**src/hdl/clock_mult_shift_calc_top_macros.svh**
```systemverilog
`ifndef CLOCK_MULT_SHIFT_CALC_TOP_MACROS_SVH
`define CLOCK_MULT_SHIFT_CALC_TOP_MACROS_SVH

// same-cycle implication, sampled on clk, off during reset
`define CMSC_ASSERT_IMP(label, ante, cons) \
	label: assert property (@(posedge clk) disable iff (!arst_n) (ante) |-> (cons)) \
		else $error("cmsc: assertion failed");

// next-cycle implication, sampled on clk, off during reset
`define CMSC_ASSERT_NXT(label, ante, cons) \
	label: assert property (@(posedge clk) disable iff (!arst_n) (ante) |=> (cons)) \
		else $error("cmsc: assertion failed");

`endif

```
**src/hdl/cmsc_pkg.sv**
```systemverilog
package cmsc_pkg;

	localparam int DATA_W    = 32;
	localparam int WIDE_W    = 2 * DATA_W;
	localparam int SHIFT_W   = 6;
	localparam int PC_W      = 4;
	localparam int CFG_IDX_W = 1;
	localparam int DIV_CNT_W = 6;

	localparam logic [SHIFT_W-1:0]   SHIFT_MAX    = 6'd32;
	localparam logic [SHIFT_W-1:0]   SHIFT_MIN    = 6'd1;
	localparam logic [SHIFT_W-1:0]   SHIFT_NONE   = 6'd0;
	localparam logic [DIV_CNT_W-1:0] DIV_LAST     = 6'd63;
	localparam logic [DATA_W-1:0]    TARGET_RESET = 32'd1000000000;
	localparam logic [DATA_W-1:0]    SPAN_RESET   = 32'd10;

	typedef enum logic [CFG_IDX_W-1:0] {
		REG_TARGET_RATE = 1'b0,
		REG_MAX_SECONDS = 1'b1
	} reg_idx_t;

	typedef enum logic [3:0] {
		OP_NONE,
		OP_ACCEPT,
		OP_MUL,
		OP_CLZ_INIT,
		OP_CLZ_STEP,
		OP_DIV_INIT,
		OP_DIV_STEP,
		OP_DEC_SHIFT,
		OP_OUT_OK,
		OP_OUT_NOFIT,
		OP_OUT_ERR
	} op_t;

	typedef enum logic [3:0] {
		CND_NEVER,
		CND_ALWAYS,
		CND_NO_INPUT,
		CND_SRC_ZERO,
		CND_CLZ_BUSY,
		CND_DIV_BUSY,
		CND_FITS,
		CND_LAST_SHIFT,
		CND_OUT_BUSY
	} cond_t;

	typedef struct packed {
		op_t             op;
		cond_t           cond;
		logic [PC_W-1:0] target;
	} ucode_t;

	typedef struct packed {
		logic init;
		logic step;
	} div_ctl_t;

	typedef struct packed {
		logic last;
	} div_sts_t;

	// program addresses that are jump targets, and PC_CHK_ZERO, the step after accept
	localparam logic [PC_W-1:0] PC_IDLE      = 4'd0;
	localparam logic [PC_W-1:0] PC_CHK_ZERO  = 4'd1;
	localparam logic [PC_W-1:0] PC_CLZ       = 4'd4;
	localparam logic [PC_W-1:0] PC_TRIAL     = 4'd5;
	localparam logic [PC_W-1:0] PC_DIV       = 4'd6;
	localparam logic [PC_W-1:0] PC_WAIT_OK   = 4'd10;
	localparam logic [PC_W-1:0] PC_WAIT_NFIT = 4'd12;
	localparam logic [PC_W-1:0] PC_WAIT_ERR  = 4'd14;

	function automatic ucode_t ucode_rom(input logic [PC_W-1:0] pc);
		ucode_t w;
		unique case (pc)
			4'd0:  w = '{OP_ACCEPT,    CND_NO_INPUT,   PC_IDLE};
			4'd1:  w = '{OP_NONE,      CND_SRC_ZERO,   PC_WAIT_ERR};
			4'd2:  w = '{OP_MUL,       CND_NEVER,      PC_IDLE};
			4'd3:  w = '{OP_CLZ_INIT,  CND_NEVER,      PC_IDLE};
			4'd4:  w = '{OP_CLZ_STEP,  CND_CLZ_BUSY,   PC_CLZ};
			4'd5:  w = '{OP_DIV_INIT,  CND_NEVER,      PC_IDLE};
			4'd6:  w = '{OP_DIV_STEP,  CND_DIV_BUSY,   PC_DIV};
			4'd7:  w = '{OP_NONE,      CND_FITS,       PC_WAIT_OK};
			4'd8:  w = '{OP_NONE,      CND_LAST_SHIFT, PC_WAIT_NFIT};
			4'd9:  w = '{OP_DEC_SHIFT, CND_ALWAYS,     PC_TRIAL};
			4'd10: w = '{OP_NONE,      CND_OUT_BUSY,   PC_WAIT_OK};
			4'd11: w = '{OP_OUT_OK,    CND_ALWAYS,     PC_IDLE};
			4'd12: w = '{OP_NONE,      CND_OUT_BUSY,   PC_WAIT_NFIT};
			4'd13: w = '{OP_OUT_NOFIT, CND_ALWAYS,     PC_IDLE};
			4'd14: w = '{OP_NONE,      CND_OUT_BUSY,   PC_WAIT_ERR};
			4'd15: w = '{OP_OUT_ERR,   CND_ALWAYS,     PC_IDLE};
		endcase
		return w;
	endfunction

endpackage

```
**src/hdl/cmsc_in_if.sv**
```systemverilog
interface cmsc_in_if;
	import cmsc_pkg::*;

	logic              valid;
	logic              ready;
	logic [DATA_W-1:0] source_rate;

	modport source (output valid, output source_rate, input ready);
	modport sink   (input valid, input source_rate, output ready);
endinterface

```
**src/hdl/cmsc_out_if.sv**
```systemverilog
interface cmsc_out_if;
	import cmsc_pkg::*;

	logic               valid;
	logic               ready;
	logic [DATA_W-1:0]  multiplier;
	logic [SHIFT_W-1:0] shift_amount;
	logic               rate_error;

	modport source (output valid, output multiplier, output shift_amount, output rate_error,
		input ready);
	modport sink   (input valid, input multiplier, input shift_amount, input rate_error,
		output ready);
endinterface

```
**src/hdl/cmsc_div.sv**
```systemverilog
module cmsc_div (
	input  logic                           clk,
	input  logic                           arst_n,
	input  cmsc_pkg::div_ctl_t             ctl,
	input  logic [cmsc_pkg::WIDE_W-1:0]    dividend,
	input  logic [cmsc_pkg::DATA_W-1:0]    divisor,
	output logic [cmsc_pkg::WIDE_W-1:0]    quotient,
	output cmsc_pkg::div_sts_t             sts
);
	import cmsc_pkg::*;

	// restoring divider, one quotient bit per cycle while step is held, msb first
	logic [WIDE_W-1:0]    num_q;
	logic [DATA_W-1:0]    rem_q;
	logic [DIV_CNT_W-1:0] cnt_q;
	logic [DATA_W:0]      trial;
	logic [DATA_W:0]      diff;
	logic                 take;

	assign trial = {rem_q, num_q[WIDE_W-1]};
	assign diff  = trial - {1'b0, divisor};
	assign take  = (trial >= {1'b0, divisor});

	always_ff @(posedge clk or negedge arst_n) begin
		if (!arst_n) begin
			cnt_q <= '0;
		end else if (ctl.init) begin
			cnt_q <= '0;
		end else if (ctl.step) begin
			cnt_q <= cnt_q + 1'b1;
		end
	end

	always_ff @(posedge clk) begin
		if (ctl.init) begin
			num_q <= dividend;
			rem_q <= '0;
		end else if (ctl.step) begin
			num_q <= {num_q[WIDE_W-2:0], take};
			rem_q <= take ? diff[DATA_W-1:0] : trial[DATA_W-1:0];
		end
	end

	assign quotient = num_q;
	assign sts.last = (cnt_q == DIV_LAST);
endmodule

```
**src/hdl/clock_mult_shift_calc_top.sv**
```systemverilog
// a leading zero count of 0..32 steps precedes 1..32 division trials
// the sequencer holds a finished result while the output still waits for ready
// throughput: one transaction at a time, next source_rate taken once the previous result is
// registered; each trial is a 64-step pass of the one-bit-per-cycle serial divider
// a zero source_rate answers with rate_error set, without a division
// reset: arst_n asynchronous, active low; target_rate 1000000000, max_seconds 10, no result held
module clock_mult_shift_calc_top (
	input  logic                             clk,
	input  logic                             arst_n,
	input  logic                             cfg_we,
	input  logic [cmsc_pkg::CFG_IDX_W-1:0]   cfg_idx,
	input  logic [cmsc_pkg::DATA_W-1:0]      cfg_data,
	cmsc_in_if.sink                          in_ch,
	cmsc_out_if.source                       out_ch
);
	import cmsc_pkg::*;

	`include "clock_mult_shift_calc_top_macros.svh"

	logic [DATA_W-1:0]    target_q;
	logic [DATA_W-1:0]    span_q;
	logic [DATA_W-1:0]    src_q;
	logic [WIDE_W-1:0]    prod_q;
	logic [DATA_W-1:0]    clz_q;
	logic [SHIFT_W-1:0]   limit_q;
	logic [SHIFT_W-1:0]   shift_q;
	logic [PC_W-1:0]      pc_q;
	logic                 out_valid_q;
	logic [DATA_W-1:0]    mult_q;
	logic [SHIFT_W-1:0]   out_shift_q;
	logic                 err_q;

	ucode_t            uw;
	logic              take_jump;
	logic              clz_busy;
	logic              fits;
	logic [WIDE_W-1:0] dividend;
	logic [WIDE_W-1:0] quot;
	logic [WIDE_W-1:0] span_w;
	logic [WIDE_W-1:0] src_w;
	div_ctl_t          div_ctl;
	div_sts_t          div_sts;

	assign uw = ucode_rom(pc_q);

	assign span_w   = {{DATA_W{1'b0}}, span_q};
	assign src_w    = {{DATA_W{1'b0}}, src_q};
	assign clz_busy = !clz_q[DATA_W-1] && (limit_q != SHIFT_MAX);
	assign fits     = ((quot >> limit_q) == '0);
	assign dividend = ({{DATA_W{1'b0}}, target_q} << shift_q)
		+ {{(DATA_W+1){1'b0}}, src_q[DATA_W-1:1]};

	assign div_ctl.init = (uw.op == OP_DIV_INIT);
	assign div_ctl.step = (uw.op == OP_DIV_STEP);

	cmsc_div u_div (
		.clk      (clk),
		.arst_n   (arst_n),
		.ctl      (div_ctl),
		.dividend (dividend),
		.divisor  (src_q),
		.quotient (quot),
		.sts      (div_sts)
	);

	always_comb begin
		unique case (uw.cond)
			CND_NEVER:      take_jump = 1'b0;
			CND_ALWAYS:     take_jump = 1'b1;
			CND_NO_INPUT:   take_jump = !in_ch.valid;
			CND_SRC_ZERO:   take_jump = (src_q == '0);
			CND_CLZ_BUSY:   take_jump = clz_busy;
			CND_DIV_BUSY:   take_jump = !div_sts.last;
			CND_FITS:       take_jump = fits;
			CND_LAST_SHIFT: take_jump = (shift_q == SHIFT_MIN);
			CND_OUT_BUSY:   take_jump = out_valid_q && !out_ch.ready;
			default:        take_jump = 1'b0;
		endcase
	end

	assign in_ch.ready = (uw.op == OP_ACCEPT);

	// sequencer, output handshake and config registers
	always_ff @(posedge clk or negedge arst_n) begin
		if (!arst_n) begin
			pc_q        <= PC_IDLE;
			out_valid_q <= 1'b0;
			target_q    <= TARGET_RESET;
			span_q      <= SPAN_RESET;
		end else begin
			pc_q <= take_jump ? uw.target : pc_q + 1'b1;
			if (uw.op == OP_OUT_OK || uw.op == OP_OUT_NOFIT || uw.op == OP_OUT_ERR) begin
				out_valid_q <= 1'b1;
			end else if (out_ch.ready) begin
				out_valid_q <= 1'b0;
			end
			if (cfg_we) begin
				unique case (reg_idx_t'(cfg_idx))
					REG_TARGET_RATE: target_q <= cfg_data;
					REG_MAX_SECONDS: span_q   <= cfg_data;
				endcase
			end
		end
	end

	// datapath
	always_ff @(posedge clk) begin
		unique case (uw.op)
			OP_ACCEPT: begin
				if (in_ch.valid) begin
					src_q <= in_ch.source_rate;
				end
			end
			OP_MUL: begin
				prod_q <= span_w * src_w;
			end
			OP_CLZ_INIT: begin
				clz_q   <= prod_q[WIDE_W-1:DATA_W];
				limit_q <= '0;
				shift_q <= SHIFT_MAX;
			end
			OP_CLZ_STEP: begin
				// leading zero count of the upper product word gives the limit
				if (clz_busy) begin
					clz_q   <= {clz_q[DATA_W-2:0], 1'b0};
					limit_q <= limit_q + 1'b1;
				end
			end
			OP_DEC_SHIFT: begin
				shift_q <= shift_q - 1'b1;
			end
			OP_OUT_OK: begin
				mult_q      <= quot[DATA_W-1:0];
				out_shift_q <= shift_q;
				err_q       <= 1'b0;
			end
			OP_OUT_NOFIT: begin
				mult_q      <= quot[DATA_W-1:0];
				out_shift_q <= SHIFT_NONE;
				err_q       <= 1'b0;
			end
			OP_OUT_ERR: begin
				mult_q      <= '0;
				out_shift_q <= SHIFT_NONE;
				err_q       <= 1'b1;
			end
			default: begin
			end
		endcase
	end

	assign out_ch.valid        = out_valid_q;
	assign out_ch.multiplier   = mult_q;
	assign out_ch.shift_amount = out_shift_q;
	assign out_ch.rate_error   = err_q;

	`CMSC_ASSERT_IMP(a_err_zero, out_ch.valid && out_ch.rate_error, (out_ch.multiplier == '0) && (out_ch.shift_amount == SHIFT_NONE))
	`CMSC_ASSERT_IMP(a_shift_range, out_ch.valid, out_ch.shift_amount <= SHIFT_MAX)
	`CMSC_ASSERT_NXT(a_out_hold, out_ch.valid && !out_ch.ready, out_ch.valid && $stable(out_ch.multiplier) && $stable(out_ch.shift_amount))
	`CMSC_ASSERT_NXT(a_accept_seq, in_ch.valid && in_ch.ready, pc_q == PC_CHK_ZERO)
	`CMSC_ASSERT_IMP(a_trial_shift, uw.op == OP_DIV_INIT, (shift_q >= SHIFT_MIN) && (shift_q <= SHIFT_MAX) && (limit_q <= SHIFT_MAX))
endmodule

```
**src/flat_wrapper.sv**
```systemverilog
// flat-port wrapper written by rule: the top's interface ports become plain ports
module clock_mult_shift_calc_top_flat import cmsc_pkg::*;
  (clk, arst_n, cfg_we, cfg_idx, cfg_data, in_ch_valid, in_ch_source_rate, in_ch_ready, out_ch_valid, out_ch_multiplier, out_ch_shift_amount, out_ch_rate_error, out_ch_ready);
  cmsc_in_if in_ch_i ();
  cmsc_out_if out_ch_i ();
  input  logic clk;
  input  logic arst_n;
  input  logic cfg_we;
  input  logic [cmsc_pkg::CFG_IDX_W-1:0] cfg_idx;
  input  logic [cmsc_pkg::DATA_W-1:0] cfg_data;
  input wire logic [$bits(in_ch_i.valid)-1:0] in_ch_valid;
  input wire logic [$bits(in_ch_i.source_rate)-1:0] in_ch_source_rate;
  output wire logic [$bits(in_ch_i.ready)-1:0] in_ch_ready;
  output wire logic [$bits(out_ch_i.valid)-1:0] out_ch_valid;
  output wire logic [$bits(out_ch_i.multiplier)-1:0] out_ch_multiplier;
  output wire logic [$bits(out_ch_i.shift_amount)-1:0] out_ch_shift_amount;
  output wire logic [$bits(out_ch_i.rate_error)-1:0] out_ch_rate_error;
  input wire logic [$bits(out_ch_i.ready)-1:0] out_ch_ready;
  assign in_ch_i.valid = in_ch_valid;
  assign in_ch_i.source_rate = in_ch_source_rate;
  assign in_ch_ready = in_ch_i.ready;
  assign out_ch_valid = out_ch_i.valid;
  assign out_ch_multiplier = out_ch_i.multiplier;
  assign out_ch_shift_amount = out_ch_i.shift_amount;
  assign out_ch_rate_error = out_ch_i.rate_error;
  assign out_ch_i.ready = out_ch_ready;
  clock_mult_shift_calc_top u_core (.clk(clk), .arst_n(arst_n), .cfg_we(cfg_we), .cfg_idx(cfg_idx), .cfg_data(cfg_data), .in_ch(in_ch_i), .out_ch(out_ch_i));
endmodule
```
**config.mk**
```make
export PLATFORM = sky130hd
export DESIGN_NAME = clock_mult_shift_calc_top_flat
export DESIGN_NICKNAME = d
export VERILOG_FILES = /design/src/hdl/cmsc_pkg.sv /design/src/hdl/cmsc_in_if.sv /design/src/hdl/cmsc_out_if.sv /design/src/hdl/cmsc_div.sv /design/src/hdl/clock_mult_shift_calc_top.sv /design/src/flat_wrapper.sv
export VERILOG_INCLUDE_DIRS = /design/src /design/src/hdl
export SDC_FILE = /design/constraint.sdc
export NUM_CORES = 2
export LEC_CHECK = 0
export BUFFER_PORTS_ARGS = -buffer_cell sky130_fd_sc_hd__buf_2
export CAP_MARGIN = 25
export CORE_UTILIZATION = 60
export DETAILED_ROUTE_END_ITERATION = 8
export PLACE_DENSITY_LB_ADDON = 0.2
export SLEW_MARGIN = 20
export SYNTH_ARGS = -nofsm -noshare
export SYNTH_HDL_FRONTEND = slang
export SYNTH_SLANG_ARGS = --single-unit
export TNS_END_PERCENT = 5
```
**constraint.sdc**
```tcl
create_clock -name clk -period 13.78 [get_ports clk]
set_input_delay 1.378 -clock clk [delete_from_list [all_inputs] [get_ports clk]]
set_output_delay 1.378 -clock clk [all_outputs]
set_load 0.01 [all_outputs]
```
**Yosys cells after proc, flatten, opt, wreduce, memory -nomap -nowiden**

Memories as Yosys holds them, arrays and structs flattened.
Index checks and enable logic that the tools add are counted.

- Register bits: 350
- Bits in read-only memories: 192
- Input bits: 70
- Output and inout port bits: 41
- Logic and storage cells: 88
- Memories kept: 1

Memories:

| name | depth | width | read ports | clocked after Yosys merged registers in | write ports | line | text |
|---|---|---|---|---|---|---|---|
| (no name shown) | 16 | 12 | 1 | 0 | 0 | cmsc_pkg.sv:75 | `unique case (pc)` |

- $add $sub $neg: 6
- $mul: 1
- Order comparisons: 1
- Equal/unequal tests: 22
- Shift operators: 2
- Multiplexer cells: 17
- Bitwise operators: 1
- Reduce and logical (&&, ||, !) cells: 22

Operators with widths:

| operator | count |
|---|---|
| two-way mux 64 bit | 2 |
| one-hot mux 32 bit (2 select lines) | 2 |
| adder 64 x 31 -> 64 bit | 1 |
| logical NOT 64 bit | 1 |
| multiplier 32 x 32 -> 64 bit | 1 |
| two-way mux 32 bit | 2 |
| << shifter 32 x 6 -> 64 bit | 1 |
| right shift 64 x 6 -> 64 bit | 1 |
| one-hot mux 6 bit (2 select lines) | 3 |
| >= comparator 33 x 32 -> 1 bit | 1 |
| equality test 4 x 3 -> 1 bit, second input constant | 8 |
| logical NOT 32 bit | 1 |
| subtractor 32 bit | 1 |
| two-way mux 6 bit | 3 |
| equality test 4 x 2 -> 1 bit, second input constant | 4 |
| equality test 4 bit, second input constant | 4 |
| adder 6 x 1 -> 6 bit, second input constant | 2 |
| nonzero test 2 bit | 6 |
| equality test 4 x 1 -> 1 bit, second input constant | 2 |
| one-hot mux 1 bit (8 select lines) | 1 |
| AND reduction 2 bit | 4 |
| equality test 6 x 1 -> 1 bit, second input constant | 1 |
| equality test 6 bit, second input constant | 1 |
| != test 6 bit, second input constant | 1 |
| 11 further kinds | 18 |

**Depth between registers and ports, before layout**

An unclocked memory read counts as a cell.

- Depth after elaboration: 5
- Depth in mapped cells: 29
- Mapped depth without buffers: 28

**By module**

A second synthesis with hierarchy kept.

- Cell total of the unflattened synthesis: 5641
- Area total of the unflattened synthesis: 54408.4 um^2

Modules (own cells, without submodules):

| module | instances | cells each | area each (um^2) | seq. area each (um^2) |
|---|---|---|---|---|
| clock_mult_shift_calc_top | 1 | 4985 | 47893.4 | 6159.7 |
| cmsc_div | 1 | 656 | 6515.0 | 2712.6 |

**Worst setup path after synthesis**

Ideal clock, no wire load.

- Kind: reg2reg
- Start point: register u_core.src_q[17]
- End point: register u_core.prod_q[60], data pin
- Library setup time: 272 ps
- Data arrival time: 7230 ps
- Required time: 13508 ps
- Setup slack: 6277 ps
- Stages on the path, launching flop included: 26
- Buffers on the path: 1
- Clock period less this slack: 7503 ps
- Path through: edfxtp_1 clkbuf_1 and2_1 fa_1 inv_1 fa_1 inv_1 fa_1 inv_1 fa_1 inv_1 fa_1 fa_1 fa_1 fa_1 ha_1 a21oi_1 o21ai_0 a2111oi_0 o211ai_1 o21ai_0 a211oi_1 o311ai_0 a31oi_1 mux2i_1 o2111ai_1

- Cells in the longest elaborated chain, start to end: 1

Ends and longest elaborated chain:

| what | line | text |
|---|---|---|
| from (decl) | clock_mult_shift_calc_top.sv:22 | `logic [DATA_W-1:0] src_q;` |
| from (signal assigned) | clock_mult_shift_calc_top.sv:111 | `src_q <= in_ch.source_rate;` |
| multiplier 32 x 32 -> 64 bit | clock_mult_shift_calc_top.sv:115 | `prod_q <= span_w * src_w;` |
| to (signal assigned) | clock_mult_shift_calc_top.sv:115 |  |
| to (decl) | clock_mult_shift_calc_top.sv:23 | `logic [WIDE_W-1:0] prod_q;` |

No other way between the ends.
A chain may end at the register's enable or synchronous reset.

**Worst setup path after layout**

- Start point: register u_core.span_q[27]
- End point: register u_core.prod_q[60], data pin

- Cells in the longest elaborated chain, start to end: 1

Ends and longest elaborated chain:

| what | line | text |
|---|---|---|
| from (decl) | clock_mult_shift_calc_top.sv:21 | `logic [DATA_W-1:0] span_q;` |
| from (signal assigned) | clock_mult_shift_calc_top.sv:100 | `REG_MAX_SECONDS: span_q <= cfg_data;` |
| multiplier 32 x 32 -> 64 bit | clock_mult_shift_calc_top.sv:115 |  |

No other way between the ends.

==> results.txt <==
- The number of antenna violations at the first check in global routing was 1.
- Post-CTS repair changed the size of 0 cells.
- Adder and majority cell fraction of the synthesized area: 0.411
* Minimum period implied by the final worst setup slack: 9.42 ns
- After detailed routing, the number of vias per cell comes to 5.94.
- The first global-routing pass estimated 232 mm of wire.
- Number of distinct library cells after synthesis: 98
* Sequence of cells on the critical path: buf_4, and2_1, fa_1, inv_1, fa_1, fa_1, fa_1, inv_1, fa_1, fa_1, fa_1, fa_1, ha_1, a21oi_1, o21ai_0, a2111oi_0, o211ai_1, o21ai_1, a211oi_1, o311ai_0, a31oi_1, mux2i_1, o2111ai_1
- Failing checks: DRC
* Share of synthesized registers carrying an async set or reset: 0.236
* Slowest stage cell on the critical path: sky130_fd_sc_hd__o21ai_1
- Entering global routing, the biggest net connects 115 pins.
- Buffers placed on the I/O ports in this run total 110.
- Maximum clock insertion buffer count: 3
* Total routed wirelength: 143 mm
- Summing all multi-input logic gate instances after layout gives 0.0401 mm^2.
- Nature of the critical path startpoint: register
* Result of the run: finished, violations left
- Fill cells in the final layout number 7450.
- Largest incremental delay on the critical path: 0.77 ns
- Hold violation count in the final report: 0
* Peak-usage layer in the global routing report: met2
- Setup repair after global routing left no endpoint under its margin.
* Yosys warning total: 0
- Gr ovfl total: 0
* Post-synthesis simple-gate area fraction: 0.173
* Count of buffering cells on the critical path with inverters included: 3
* Chip height: 302 um
- Global placement routability congestion: 0.948
* Compound-gate portion of the synthesized area: 0.0751
* Critical path endpoint category: register
- Top cells by area in the synthesized netlist: sky130_fd_sc_hd__fa_1 33%, sky130_fd_sc_hd__edfxtp_1 12%, sky130_fd_sc_hd__ha_1 7.7%
- Broken down by cell family, the worst path's largest delay share belongs to adder cells.
- Postcts setup bufs: 0
- For met2 alone, demand over resource in global routing was 0.520.
* Setup CP Type: reg -> reg
- Max-capacitance violation count: 0
- Of the post-synthesis cell area, the dominant cell type holds 0.333.
* Most frequently used cell type in the post-synthesis netlist: sky130_fd_sc_hd__inv_1
- Among the stages of the critical path, the cell type that occurs most often is sky130_fd_sc_hd__fa_1.
* Core area: 0.0886 mm^2
* Combined area of all synthesized cells: 0.0539 mm^2
- Hold repair after CTS inserted 0 buffers.
- Maximum fanout encountered on the critical timing path: 25
- Count of routing violations after the opening detailed-route iteration: 2885
- The cell count after synthesis came out at 5670.
* Predominant post-synthesis flop cell: sky130_fd_sc_hd__edfxtp_1
- Setup violations, final: 0
- CTS tree: done
- Length of the first detailed-routing pass in iterations: 8
* Setup TNS Final: 0 ns
* DIE WIDTH: 302 um
* Multiplexer fraction of the synthesized cell area: 0.0663
* Area of the die: 0.0910 mm^2
- Fraction of layout instances using a drive strength above 1: 0.0884
- Most used standard cells in the synthesized netlist: 950 x sky130_fd_sc_hd__inv_1, 897 x sky130_fd_sc_hd__fa_1, 650 x sky130_fd_sc_hd__nand2_1
- 0 antenna diodes ended up in the layout.
* DP Wirelength: 110 mm
* Average cell area after synthesis: 9.50 um^2
* Clock transition at the registers of the reported paths: 0.07 ns
* Via count of the first global-routing pass: 41800
- The largest total area in the synthesized netlist belongs to sky130_fd_sc_hd__fa_1.
- Count of nets left with antenna violations after detail routing: 0
* # nets final: 6885
* Post-route DRC: 12
- The share of the Yosys chip area taken by registers is 0.165.
- Post-synthesis sequential element count: 318
- Starting utilization of the core area: 0.608
- TritonCTS created 37 clock buffers.
- Num ports: 111
* Tightest Pin Transition: 0.997 ns
* Clock latency on the worst-skew pair: 0.59 ns
- Fin crit share: 0.684
- Clock tree synthesis selected as its root buffer the cell sky130_fd_sc_hd__clkbuf_16.
- Headroom to the max-slew limit came out at 0.335.
- The area growth from synthesis to layout is 4.86%.
* Clock sink count: 318
* Total track usage: 0.329
* Hold WC Path Type: reg -> reg
- Number of H-tree levels: 2
- Number of core rows: 109
- The final-report max-slew violation count came to 0.
- For the worst setup path, the data arrival time is 9.74 ns.
- For met1 alone, demand over resource in global routing was 0.466.
- Mean routed wirelength per cell: 21.1 um
- Across the whole layout, storage elements account for 0.00887 mm^2.
- In this run, synthesis inferred 211 flip-flops with an integrated enable.
- Maximum clock skew at final layout: 0.0204 ns
- Grt met3 use: 0.0512
- For this run, the top clock speed supported by timing is 106 MHz.
* Overall via count from detail_route: 40300
- Of the total synthesized cell area, the portion taken by XOR and XNOR cells is 0.0189.
* Largest family of logic cells by synthesized area: adder cells
- The number of nets handed over by synthesis was 6970.
* Data required time of the critical path: 14.10 ns
kinds of logic after synthesis:
logic type,Yosys count
mux,274
compound gates,628
buf+inv,1281
xor+xnor,116
simple gates,1823
fa+ha+maj,1230
flops,318
layer usage:
layer / part of all wire / vias to the layer above
met5: 0 / -
met4: 0.032 / 0
met3: 0.081 / 285
met2: 0.46 / 1608
met1: 0.42 / 20500
li1: - / 17900
tightest hold or removal path: stages (launching register included):
cell,delay (ns)
sky130_fd_sc_hd__dfxtp_1,0.32
sky130_fd_sc_hd__nand2_1,0.06
sky130_fd_sc_hd__o31ai_1,0.06
final cells by class:
| type | instances | area share |
|---|---|---|
| clock inverter | 26 | 0.00430 |
| multi-input combinational | 4071 | 0.710 |
| sequential | 318 | 0.157 |
| timing repair buffer | 203 | 0.0228 |
| clock buffer | 40 | 0.0168 |
| inverter | 954 | 0.0634 |
| tap | 1165 | 0.0258 |
placed cells by master, fill, tap and decap left out, drive strengths merged, types with 15 or more instances in the layout:
master	instances
inv	959
fa	897
nand2	650
and2	610
ha	333
edfxtp	211
buf	203
nor2	174
o21ai	174
a21oi	150
mux2	124
mux2i	101
nor3	89
xnor2	64
dfrtp	60
nand3	58
a21o	54
xor2	52
nor2b	52
mux4	49
clkbuf	40
nor3b	37
dfxtp	32
nand4	29
and3	27
o211ai	25
a31oi	25
nor4	23
o21a	22
nand2b	21
o22ai	20
or2	19
a211oi	17
o31ai	17
dfstp	15
per-stage QoR:
step / cell area [um^2] / cells / worst slack [ns] / utilization / hold slack (ns)
2_1_floorplan: 53900 / 5670 / 6.28 / - / 0.450
3_3_place_gp: 55200 / 6706 / 4.11 / 0.623 / 0.473
3_5_place_dp: 55300 / 6710 / 4.48 / 0.624 / 0.475
4_1_cts: 56500 / 6776 / 4.47 / 0.637 / 0.486
5_1_grt: 56500 / 6777 / 4.01 / 0.637 / 0.516
6_report: 56500 / 6777 / 4.36 / 0.637 / 0.487
sequential cells by signal, summed over array words and instances, names as in the netlist:
| register | cells |
|---|---|
| u_core.u_div.quotient | 64 |
| u_core.limit_q | 6 |
| u_core.prod_q | 32 |
| u_core.out_ch.rate_error | 1 |
| u_core.u_div.cnt_q | 6 |
| u_core.out_ch.multiplier | 32 |
| u_core.out_ch.shift_amount | 6 |
| u_core.out_ch.valid | 1 |
| u_core.clz_q | 32 |
| u_core.span_q | 32 |
| u_core.pc_q | 4 |
| u_core.src_q | 32 |
| u_core.target_q | 32 |
| u_core.u_div.rem_q | 32 |
| u_core.shift_q | 6 |
worst paths after layout:
path                                        start                endpoint  slack, ns  depth (start not counted)
setup / recovery                u_core.span_q[27]       u_core.prod_q[60]       4.36                         23
hold / removal             u_core.u_div.rem_q[24]  u_core.u_div.rem_q[24]       0.49                          2
setup reg to reg                u_core.span_q[27]       u_core.prod_q[60]       4.36                         23
hold reg to reg            u_core.u_div.rem_q[24]  u_core.u_div.rem_q[24]       0.49                          2
max in group asynchronous                  arst_n        u_core.span_q[7]      12.00                          2
min in group asynchronous                  arst_n     u_core.out_ch.valid       0.62                          1
Power is left out: the tool's default activity adds up to more than one toggle a clock period on the data nets, which glitch-free logic cannot reach.
